[src/sv/mwem_pkg.sv]
// Shared types and constants of the Microwire EEPROM master.
// Used by mwem_cfg, mwem_engine and microwire_eeprom_master; no dependencies.
package mwem_pkg;

  localparam int unsigned MAX_ADDR_BITS = 12;
  localparam int unsigned MAX_DATA_BITS = 16;
  localparam int unsigned MIN_ADDR_BITS = 6;
  localparam int unsigned MIN_DATA_BITS = 8;

  // Width of the send register: header, widest address and widest data.
  localparam int unsigned SEND_W = 3 + MAX_ADDR_BITS + MAX_DATA_BITS;
  localparam int unsigned RECV_W = MAX_DATA_BITS + 1;

  // Configuration register indexes.
  typedef enum logic [1:0] {
    CFG_ADDR_BITS   = 2'd0,
    CFG_DATA_WIDTH  = 2'd1,
    CFG_HALF_PERIOD = 2'd2,
    CFG_UNUSED      = 2'd3
  } cfg_idx_e;

  // Command codes on the input stream.
  typedef enum logic [1:0] {
    OP_READ  = 2'd0,
    OP_WRITE = 2'd1,
    OP_WREN  = 2'd2,
    OP_WRDS  = 2'd3
  } op_e;

  // Opcodes sent on the wire after the start bit.
  localparam logic [1:0] WIRE_READ  = 2'b10;
  localparam logic [1:0] WIRE_WRITE = 2'b01;
  localparam logic [1:0] WIRE_EWX   = 2'b00;

  typedef enum logic [3:0] {
    PH_IDLE = 4'b0001,
    PH_PRE  = 4'b0010,
    PH_LOW  = 4'b0100,
    PH_HIGH = 4'b1000
  } phase_e;

  // Effective (saturated) configuration.
  typedef struct packed {
    logic [3:0]  addr_bits;
    logic [4:0]  data_width;
    logic [15:0] half_period;
  } cfg_t;

  typedef struct packed {
    logic        start_req;
    op_e         op;
    logic [11:0] address;
    logic [15:0] write_data;
    logic        data_out_line;
  } in_t;

  typedef struct packed {
    logic        chip_select;
    logic        serial_clock;
    logic        data_in_line;
    logic        busy_res;
    logic        read_valid;
    logic [15:0] read_data;
  } res_t;

endpackage

[src/sv/mwem_cfg.sv]
// Configuration registers of the Microwire EEPROM master.
// Holds the width and timing registers and presents them saturated; uses mwem_pkg.
module mwem_cfg (
  input  logic              clk_i,
  input  logic              rst_ni,
  input  logic              cfg_we_i,
  input  logic [1:0]        cfg_idx_i,
  input  logic [15:0]       cfg_data_i,
  output mwem_pkg::cfg_t    cfg_o
);
  import mwem_pkg::*;

  logic [3:0]  addr_bits_q;
  logic [4:0]  data_width_q;
  logic [15:0] half_period_q;

  always_ff @(posedge clk_i or negedge rst_ni) begin
    if (!rst_ni) begin
      addr_bits_q   <= 4'd6;
      data_width_q  <= 5'd16;
      half_period_q <= 16'd4;
    end else if (cfg_we_i) begin
      unique case (cfg_idx_e'(cfg_idx_i))
        CFG_ADDR_BITS:   addr_bits_q   <= cfg_data_i[3:0];
        CFG_DATA_WIDTH:  data_width_q  <= cfg_data_i[4:0];
        CFG_HALF_PERIOD: half_period_q <= cfg_data_i;
        default: ;
      endcase
    end
  end

  always_comb begin
    if (addr_bits_q < 4'(MIN_ADDR_BITS)) begin
      cfg_o.addr_bits = 4'(MIN_ADDR_BITS);
    end else if (addr_bits_q > 4'(MAX_ADDR_BITS)) begin
      cfg_o.addr_bits = 4'(MAX_ADDR_BITS);
    end else begin
      cfg_o.addr_bits = addr_bits_q;
    end
    if (data_width_q < 5'(MIN_DATA_BITS)) begin
      cfg_o.data_width = 5'(MIN_DATA_BITS);
    end else if (data_width_q > 5'(MAX_DATA_BITS)) begin
      cfg_o.data_width = 5'(MAX_DATA_BITS);
    end else begin
      cfg_o.data_width = data_width_q;
    end
    // A half period of zero behaves as one tick.
    cfg_o.half_period = (half_period_q == 16'd0) ? 16'd1 : half_period_q;
  end

endmodule

[src/sv/mwem_engine.sv]
// Serial sequencer of the Microwire EEPROM master: phase, bit and tick counters
// and the send and receive shift registers, advanced once per tick; uses mwem_pkg.
module mwem_engine (
  input  logic              clk_i,
  input  logic              rst_ni,
  input  logic              en_i,
  input  mwem_pkg::cfg_t    cfg_i,
  input  mwem_pkg::in_t     in_i,
  output mwem_pkg::res_t    res_o
);
  import mwem_pkg::*;

  phase_e              phase_q, phase_d;
  logic [5:0]          bit_cnt_q, bit_cnt_d;
  logic [15:0]         tick_q, tick_d;
  logic [SEND_W-1:0]   send_q, send_d;
  logic [RECV_W-1:0]   recv_q, recv_d;
  logic                is_read_q, is_read_d;

  logic [16:0]         tick_inc;
  logic                phase_end;
  logic                sample;
  logic                read_valid;
  logic [5:0]          bit_cnt_dec;

  // Command setup.
  logic [11:0]         amask_w;
  logic [15:0]         dmask_w;
  logic [11:0]         addr_sel;
  logic [15:0]         data_sel;
  logic [1:0]          wire_op;
  logic [4:0]          addr_sh;
  logic [4:0]          data_sh;
  logic [SEND_W-1:0]   send_init;
  logic [5:0]          bit_init;

  always_comb begin
    // At the full width the shifted one drops out and the mask becomes all ones.
    amask_w  = (12'd1 << cfg_i.addr_bits) - 12'd1;
    dmask_w  = (16'd1 << cfg_i.data_width) - 16'd1;
    addr_sel = in_i.address & amask_w;
    data_sel = 16'd0;
    wire_op  = WIRE_EWX;
    bit_init = 6'd3 + {2'b00, cfg_i.addr_bits};
    unique case (in_i.op)
      OP_READ: begin
        wire_op  = WIRE_READ;
        bit_init = bit_init + {1'b0, cfg_i.data_width} + 6'd1;
      end
      OP_WRITE: begin
        wire_op  = WIRE_WRITE;
        data_sel = in_i.write_data & dmask_w;
        bit_init = bit_init + {1'b0, cfg_i.data_width};
      end
      OP_WREN: addr_sel = amask_w;
      OP_WRDS: addr_sel = 12'd0;
      default: ;
    endcase
    // Fields are placed MSB-aligned so that the top bit is always the next one out.
    addr_sh   = 5'd28 - {1'b0, cfg_i.addr_bits};
    data_sh   = addr_sh - cfg_i.data_width;
    send_init = {1'b1, wire_op, 28'd0}
              | (SEND_W'(addr_sel) << addr_sh)
              | (SEND_W'(data_sel) << data_sh);
  end

  always_comb begin
    phase_d     = phase_q;
    bit_cnt_d   = bit_cnt_q;
    tick_d      = tick_q;
    send_d      = send_q;
    recv_d      = recv_q;
    is_read_d   = is_read_q;
    sample      = 1'b0;
    read_valid  = 1'b0;
    tick_inc    = {1'b0, tick_q} + 17'd1;
    phase_end   = tick_inc >= {1'b0, cfg_i.half_period};
    bit_cnt_dec = (bit_cnt_q != 6'd0) ? bit_cnt_q - 6'd1 : 6'd0;

    unique case (phase_q)
      PH_IDLE: begin
        if (in_i.start_req) begin
          phase_d   = PH_PRE;
          send_d    = send_init;
          bit_cnt_d = bit_init;
          tick_d    = 16'd0;
          is_read_d = (in_i.op == OP_READ);
        end
      end
      PH_PRE: begin
        tick_d = phase_end ? 16'd0 : tick_inc[15:0];
        if (phase_end) begin
          phase_d = PH_LOW;
          sample  = 1'b1;
        end
      end
      PH_LOW: begin
        tick_d = phase_end ? 16'd0 : tick_inc[15:0];
        if (phase_end) begin
          phase_d = PH_HIGH;
        end
      end
      PH_HIGH: begin
        tick_d = phase_end ? 16'd0 : tick_inc[15:0];
        if (phase_end) begin
          send_d    = {send_q[SEND_W-2:0], 1'b0};
          bit_cnt_d = bit_cnt_dec;
          if (bit_cnt_dec == 6'd0) begin
            phase_d    = PH_IDLE;
            read_valid = is_read_q;
          end else begin
            phase_d = PH_LOW;
            sample  = 1'b1;
          end
        end
      end
      default: phase_d = PH_IDLE;
    endcase

    // DO is captured at the start of each low phase of a read.
    if (sample && is_read_q) begin
      recv_d = {recv_q[RECV_W-2:0], in_i.data_out_line};
    end
  end

  always_ff @(posedge clk_i or negedge rst_ni) begin
    if (!rst_ni) begin
      phase_q   <= PH_IDLE;
      bit_cnt_q <= 6'd0;
      tick_q    <= 16'd0;
      send_q    <= '0;
      recv_q    <= '0;
      is_read_q <= 1'b0;
    end else if (en_i) begin
      phase_q   <= phase_d;
      bit_cnt_q <= bit_cnt_d;
      tick_q    <= tick_d;
      send_q    <= send_d;
      recv_q    <= recv_d;
      is_read_q <= is_read_d;
    end
  end

  always_comb begin
    res_o.chip_select  = (phase_d == PH_LOW) || (phase_d == PH_HIGH);
    res_o.serial_clock = (phase_d == PH_PRE) || (phase_d == PH_HIGH);
    res_o.data_in_line = res_o.chip_select & send_d[SEND_W-1];
    res_o.busy_res     = (phase_d != PH_IDLE);
    res_o.read_valid   = read_valid;
    res_o.read_data    = recv_d[15:0] & dmask_w;
  end

endmodule

[src/sv/microwire_eeprom_master.sv]
// Top level of the Microwire (93Cxx style) serial EEPROM master.
// Instantiates mwem_cfg and mwem_engine; uses mwem_pkg.
//
// Usage: every word on the slave stream is one tick of the serial engine. It
// carries a command request (start_req, op in tuser, address, write_data) and
// the sampled EEPROM DO level. For each accepted word the block returns exactly
// one word on the master stream with the pin levels (CS, SK, DI) for that tick,
// the busy flag, a read-complete pulse and the current read data.
// A request is taken only while the engine is idle; requests during a command
// are ignored. A command shows one SK pulse with CS low, then start bit, opcode,
// address and, for writes, data, MSB first; a read then clocks in a dummy zero
// and data_width bits. Each SK phase lasts half_period ticks.
// Each result word is registered when its input word is accepted and appears in
// the next cycle. Throughput: one word per cycle unless stalled, as the next
// state is one pass of logic from the state registers into the result register.
// Reset clears the sequencer to idle and loads address width 6, data width 16
// and half period 4. When the receiver stalls, the result register holds its
// word and tready drops until it is taken; the engine does not advance.
// Configuration writes are meant to happen while the engine is idle.
module microwire_eeprom_master (
  input  logic        clk_i,
  input  logic        rst_ni,
  // Configuration write port.
  input  logic        cfg_we_i,
  input  logic [1:0]  cfg_idx_i,
  input  logic [15:0] cfg_data_i,
  // Slave stream.
  input  logic        s_axis_tvalid,
  output logic        s_axis_tready,
  // tdata: start_req[0], address[12:1], write_data[28:13], data_out_line[29], zero[31:30]
  input  logic [31:0] s_axis_tdata,
  // tuser: op[1:0]
  input  logic [1:0]  s_axis_tuser,
  // Master stream.
  output logic        m_axis_tvalid,
  input  logic        m_axis_tready,
  // tdata: chip_select[0], serial_clock[1], data_in_line[2], busy_res[3],
  //        read_valid[4], read_data[20:5], zero[23:21]
  output logic [23:0] m_axis_tdata
);
  import mwem_pkg::*;

  cfg_t  cfg;
  in_t   in_word;
  res_t  res;
  res_t  out_q;
  logic  out_valid_q;
  logic  accept;

  // The result register frees up in the same cycle it is taken.
  assign s_axis_tready = !out_valid_q || m_axis_tready;
  assign accept        = s_axis_tvalid && s_axis_tready;

  always_comb begin
    in_word.start_req     = s_axis_tdata[0];
    in_word.op            = op_e'(s_axis_tuser);
    in_word.address       = s_axis_tdata[12:1];
    in_word.write_data    = s_axis_tdata[28:13];
    in_word.data_out_line = s_axis_tdata[29];
  end

  mwem_cfg u_cfg (
    .clk_i      (clk_i),
    .rst_ni     (rst_ni),
    .cfg_we_i   (cfg_we_i),
    .cfg_idx_i  (cfg_idx_i),
    .cfg_data_i (cfg_data_i),
    .cfg_o      (cfg)
  );

  // The engine steps exactly once per accepted word.
  mwem_engine u_engine (
    .clk_i  (clk_i),
    .rst_ni (rst_ni),
    .en_i   (accept),
    .cfg_i  (cfg),
    .in_i   (in_word),
    .res_o  (res)
  );

  always_ff @(posedge clk_i or negedge rst_ni) begin
    if (!rst_ni) begin
      out_valid_q <= 1'b0;
    end else if (accept) begin
      out_valid_q <= 1'b1;
    end else if (m_axis_tready) begin
      out_valid_q <= 1'b0;
    end
  end

  always_ff @(posedge clk_i) begin
    if (accept) begin
      out_q <= res;
    end
  end

  assign m_axis_tvalid = out_valid_q;
  assign m_axis_tdata  = {3'b000, out_q.read_data, out_q.read_valid, out_q.busy_res,
                          out_q.data_in_line, out_q.serial_clock, out_q.chip_select};

endmodule

[config.mk]
export PLATFORM = sky130hd
export DESIGN_NAME = microwire_eeprom_master
export DESIGN_NICKNAME = d
export VERILOG_FILES = /design/src/sv/mwem_pkg.sv /design/src/sv/mwem_cfg.sv /design/src/sv/mwem_engine.sv /design/src/sv/microwire_eeprom_master.sv
export SDC_FILE = /design/constraint.sdc
export NUM_CORES = 1
export LEC_CHECK = 0
export BUFFER_PORTS_ARGS = -buffer_cell sky130_fd_sc_hd__buf_4
export CORE_AREA = 2 2 135 137
export DETAILED_ROUTE_END_ITERATION = 6
export DIE_AREA = 0 0 137 139
export PLACE_DENSITY = 0.84
export SYNTH_ARGS = -nofsm -noshare
export SYNTH_HDL_FRONTEND = slang
export SYNTH_SLANG_ARGS = --single-unit
export TNS_END_PERCENT = 5
[constraint.sdc]
create_clock -name clk_i -period 4.2 [get_ports clk_i]
set_input_delay 0.21 -clock clk_i [delete_from_list [all_inputs] [get_ports clk_i]]
set_output_delay 0.21 -clock clk_i [all_outputs]
set_load 0.02 [all_outputs]
==> run metrics <==
Final Hold Viols=0; die area=about 19000 um^2; ys flop type=dfrtp_1; max-cap violations=0; Max-slew headroom=0.4305; hold crit path type=input pin to flop; GR Util All Layers=0.2884; peak supply drop=about 370 uV; sequential fraction of the synthesis area=0.3316; critical path data arrival time=between 4 and 5 ns; layout cells sized above 1=0.2089; Root Driver=clkbuf_16; vias in the first global route=between 8000 and 9000; power share of the clock group=0.244; WL/cell=about 20 um; row count=slightly below 50; Clock Sink Count=121; GPL Wtd Cong=approximately 1.0; power per cell area=roughly 550 nW/um^2; Placed Instance Area=10320 um^2; Initial Util=0.5361; via count=a little under 9000; Syn. warnings=0; final setup violation count=0; Synth cell types=between 100 and 150; Antenna Nets Post-Route=0; fraction of power spent switching nets=0.4219; largest net degree at the start of global routing=67; total CTS buffers=17; Core Area=17660 um^2; total congestion overflow=0; post-CTS setup buffer count=0; critical path type=flop to flop; Post-Syn Instances=1063; fillers=1471; fin area=between 10000 and 15000 um^2; worst slew pin tran=roughly 0.85 ns; vias per std cell=around 6.4; status=finished, violations left; chip height=between 100 and 150 um; DRC marker count from the first detailed-route iteration=roughly 900; TritonRoute pass-1 iters=7; I/O Buffers=77; fin crit period=4.164 ns; fin. max-slew vios=0; Yosys reg bits=around 120; Pint=approximately 3500 uW; fmax=around 0.24 GHz; synthesized area=roughly 9500 um^2; clk buf depth=2; fin util=0.6193; H-tree Lvls=4; CP top delay family=simple AND/OR/NAND/NOR gates; HPWL Detailed=roughly 20000 um; Buf+Inv Stages, Crit Path=1; Seq pwr share=0.276; EDFF count, synth=21; placed insts=1339; worst path cell trace=nand3_1 -> buf_4 -> or4_1 -> nor2_1 -> xor2_1 -> ha_1 -> nand2_1 -> nor4_1 -> a221oi_2 -> a2111o_1 -> and3_4 -> a22o_1 -> or3_1; Leak=0.004699 uW; TritonCTS clock tree=yes; nets=~1200; Comb power frac=0.480; most frequent cells in the layout=buf_4 (115), dfrtp_1 (95), nand2_1 (86); Ports=just over 80; DRC=4; diode count=0; final period utilization=0.9914; crit path capture type=flop; Non-Filler Instances=1373; Die Wd=~140 um; Clock Latency Late Sink=between 0.4 and 0.5 ns; failing checks=DRC; crit-path max cell delay=0.59 ns; Required @ worst endpoint=~4.5 ns; Avg Cell Area, Syn=8.906 um^2; clk slew on worst S/H paths=~0.06 ns; Layout Skew=approximately 0.011 ns; Worst path slowest cell=or4_1; Switch Pwr=2533 uW; Startpoint Class=flop; CP Max Fanout=36; commonest non-fill, non-tap cell in the layout=buf_4; first-pass GRT wire length=43150 um; drt total wl=between 20000 and 30000 um; hold slack=roughly 0.0083 ns; fraction of registers with async set/reset=0.8264; area grow syn2layout=15.52%; initial antenna violation count=0
per-layer routing:
metal	track usage	share of wire
met4	0.08790	0.029
met3	0.05885	0.085
met5	0	0
met1	0.4116	0.43
met2	0.4407	0.46
worst paths after layout:
check	to	start	slack (ns)	cells past startpoint
worst max-delay path	u_engine.send_q[17]$_DFFE_PN0P_	u_engine.tick_q[0]$_DFFE_PN0P_	0.04	13
worst min-delay path	u_cfg.half_period_q[11]$_DFFE_PN0P_	cfg_data_i[11]	0.008	2
worst max register to register	u_engine.send_q[17]$_DFFE_PN0P_	u_engine.tick_q[0]$_DFFE_PN0P_	0.04	13
worst min register to register	u_engine.send_q[18]$_DFFE_PN0P_	u_engine.send_q[18]$_DFFE_PN0P_	0.50	1
max in group asynchronous	u_engine.send_q[24]$_DFFE_PN0P_	rst_ni	2.79	3
min in group asynchronous	u_cfg.half_period_q[11]$_DFFE_PN0P_	rst_ni	0.43	2
layout make-up:
class | count | area (um^2) | share of cell area
Multi-Input combinational cell | 827 | 5824 | 0.5326
Clock buffer | 18 | 429.2 | 0.03924
Clock inverter | 14 | 146.4 | 0.01339
Tap cell | 229 | 286.5 | 0.02620
Timing Repair Buffer | 120 | 943.4 | 0.08627
Sequential cell | 121 | 3139 | 0.2871
Inverter | 44 | 166.4 | 0.01522
what timing repair did:
action / 4_1_cts / 5_1_grt
gates resized for setup: 0 / 4
hold buffers: 2 / 0
endpoints found under the setup margin: 0 / 21
hold endpoints to repair: 61 / 0
cells in the mapped netlist (8+ instances only):
cell	n	share of area
dfrtp_1	95	0.25
nand2_1	86	0.034
nor2_1	80	0.032
o21ai_0	54	0.029
mux2_2	48	0.057
a21oi_1	41	0.022
inv_1	39	0.015
nand3_1	39	0.021
clkbuf_1	35	0.014
ha_1	35	0.046
nor3_1	30	0.016
buf_2	26	0.014
a22oi_1	21	0.017
edfxtp_1	21	0.067
a211oi_1	20	0.016
nand2b_1	18	0.012
a31oi_1	17	0.011
mux2i_1	17	0.018
nor2b_1	17	0.011
xnor2_1	16	0.015
a22o_1	15	0.014
and3_1	15	0.0099
o211ai_1	15	0.012
nor4_1	12	0.0079
and2_1	11	0.0073
or3_1	11	0.0073
xor2_1	11	0.010
o21a_1	10	0.0079
a21o_1	9	0.0071
nand4_1	9	0.0059
o31ai_1	8	0.0063
power groups by stage:
stage                     combinational (uW)  clock, uW  sequential [uW]
final                                   2880       1460             1660
after global routing                    3120       1530             1690
after CTS                               2800       1470             1650
after detailed placement                2780          0             1660
after global placement                  2730          0             1650
after floorplan                         2020          0             1590
metrics by stage:
stage	worst slack [ns]	setup TNS, ns	total power [uW]
6_report	0.03620	0	6004
4_1_cts	0.1450	0	5920
2_1_floorplan	0.06664	0	3610
3_3_place_gp	0.2737	0	4389
3_5_place_dp	0.1596	0	4450
5_1_grt	-0.09903	-0.7427	6337
state kept, by name, indices dropped and copies added, names as in the netlist:
signal / count
m_axis_tdata: 21
m_axis_tvalid: 1
u_cfg.addr_bits_q: 4
u_cfg.data_width_q: 5
u_cfg.half_period_q: 16
u_engine.bit_cnt_q: 6
u_engine.is_read_q: 1
u_engine.phase_q: 4
u_engine.recv_q: 16
u_engine.send_q: 31
u_engine.tick_q: 16
cells by family (layout without fill, tap and decap cells):
| family | after synthesis | in the layout | synth area share |
|---|---|---|---|
| and+or+nand+nor | 361 | 361 | 0.1947 |
| other | 2 | 8 | 0.0007933 |
| xor gates and xnor gates | 28 | 28 | 0.02670 |
| buffers and inverters | 121 | 196 | 0.05829 |
| muxes | 73 | 73 | 0.09292 |
| adders and majority gates | 38 | 38 | 0.05155 |
| AOI/OAI and AO/OA | 319 | 319 | 0.2435 |
| DFF | 121 | 121 | 0.3316 |
(Power assumes the default switching activity.)
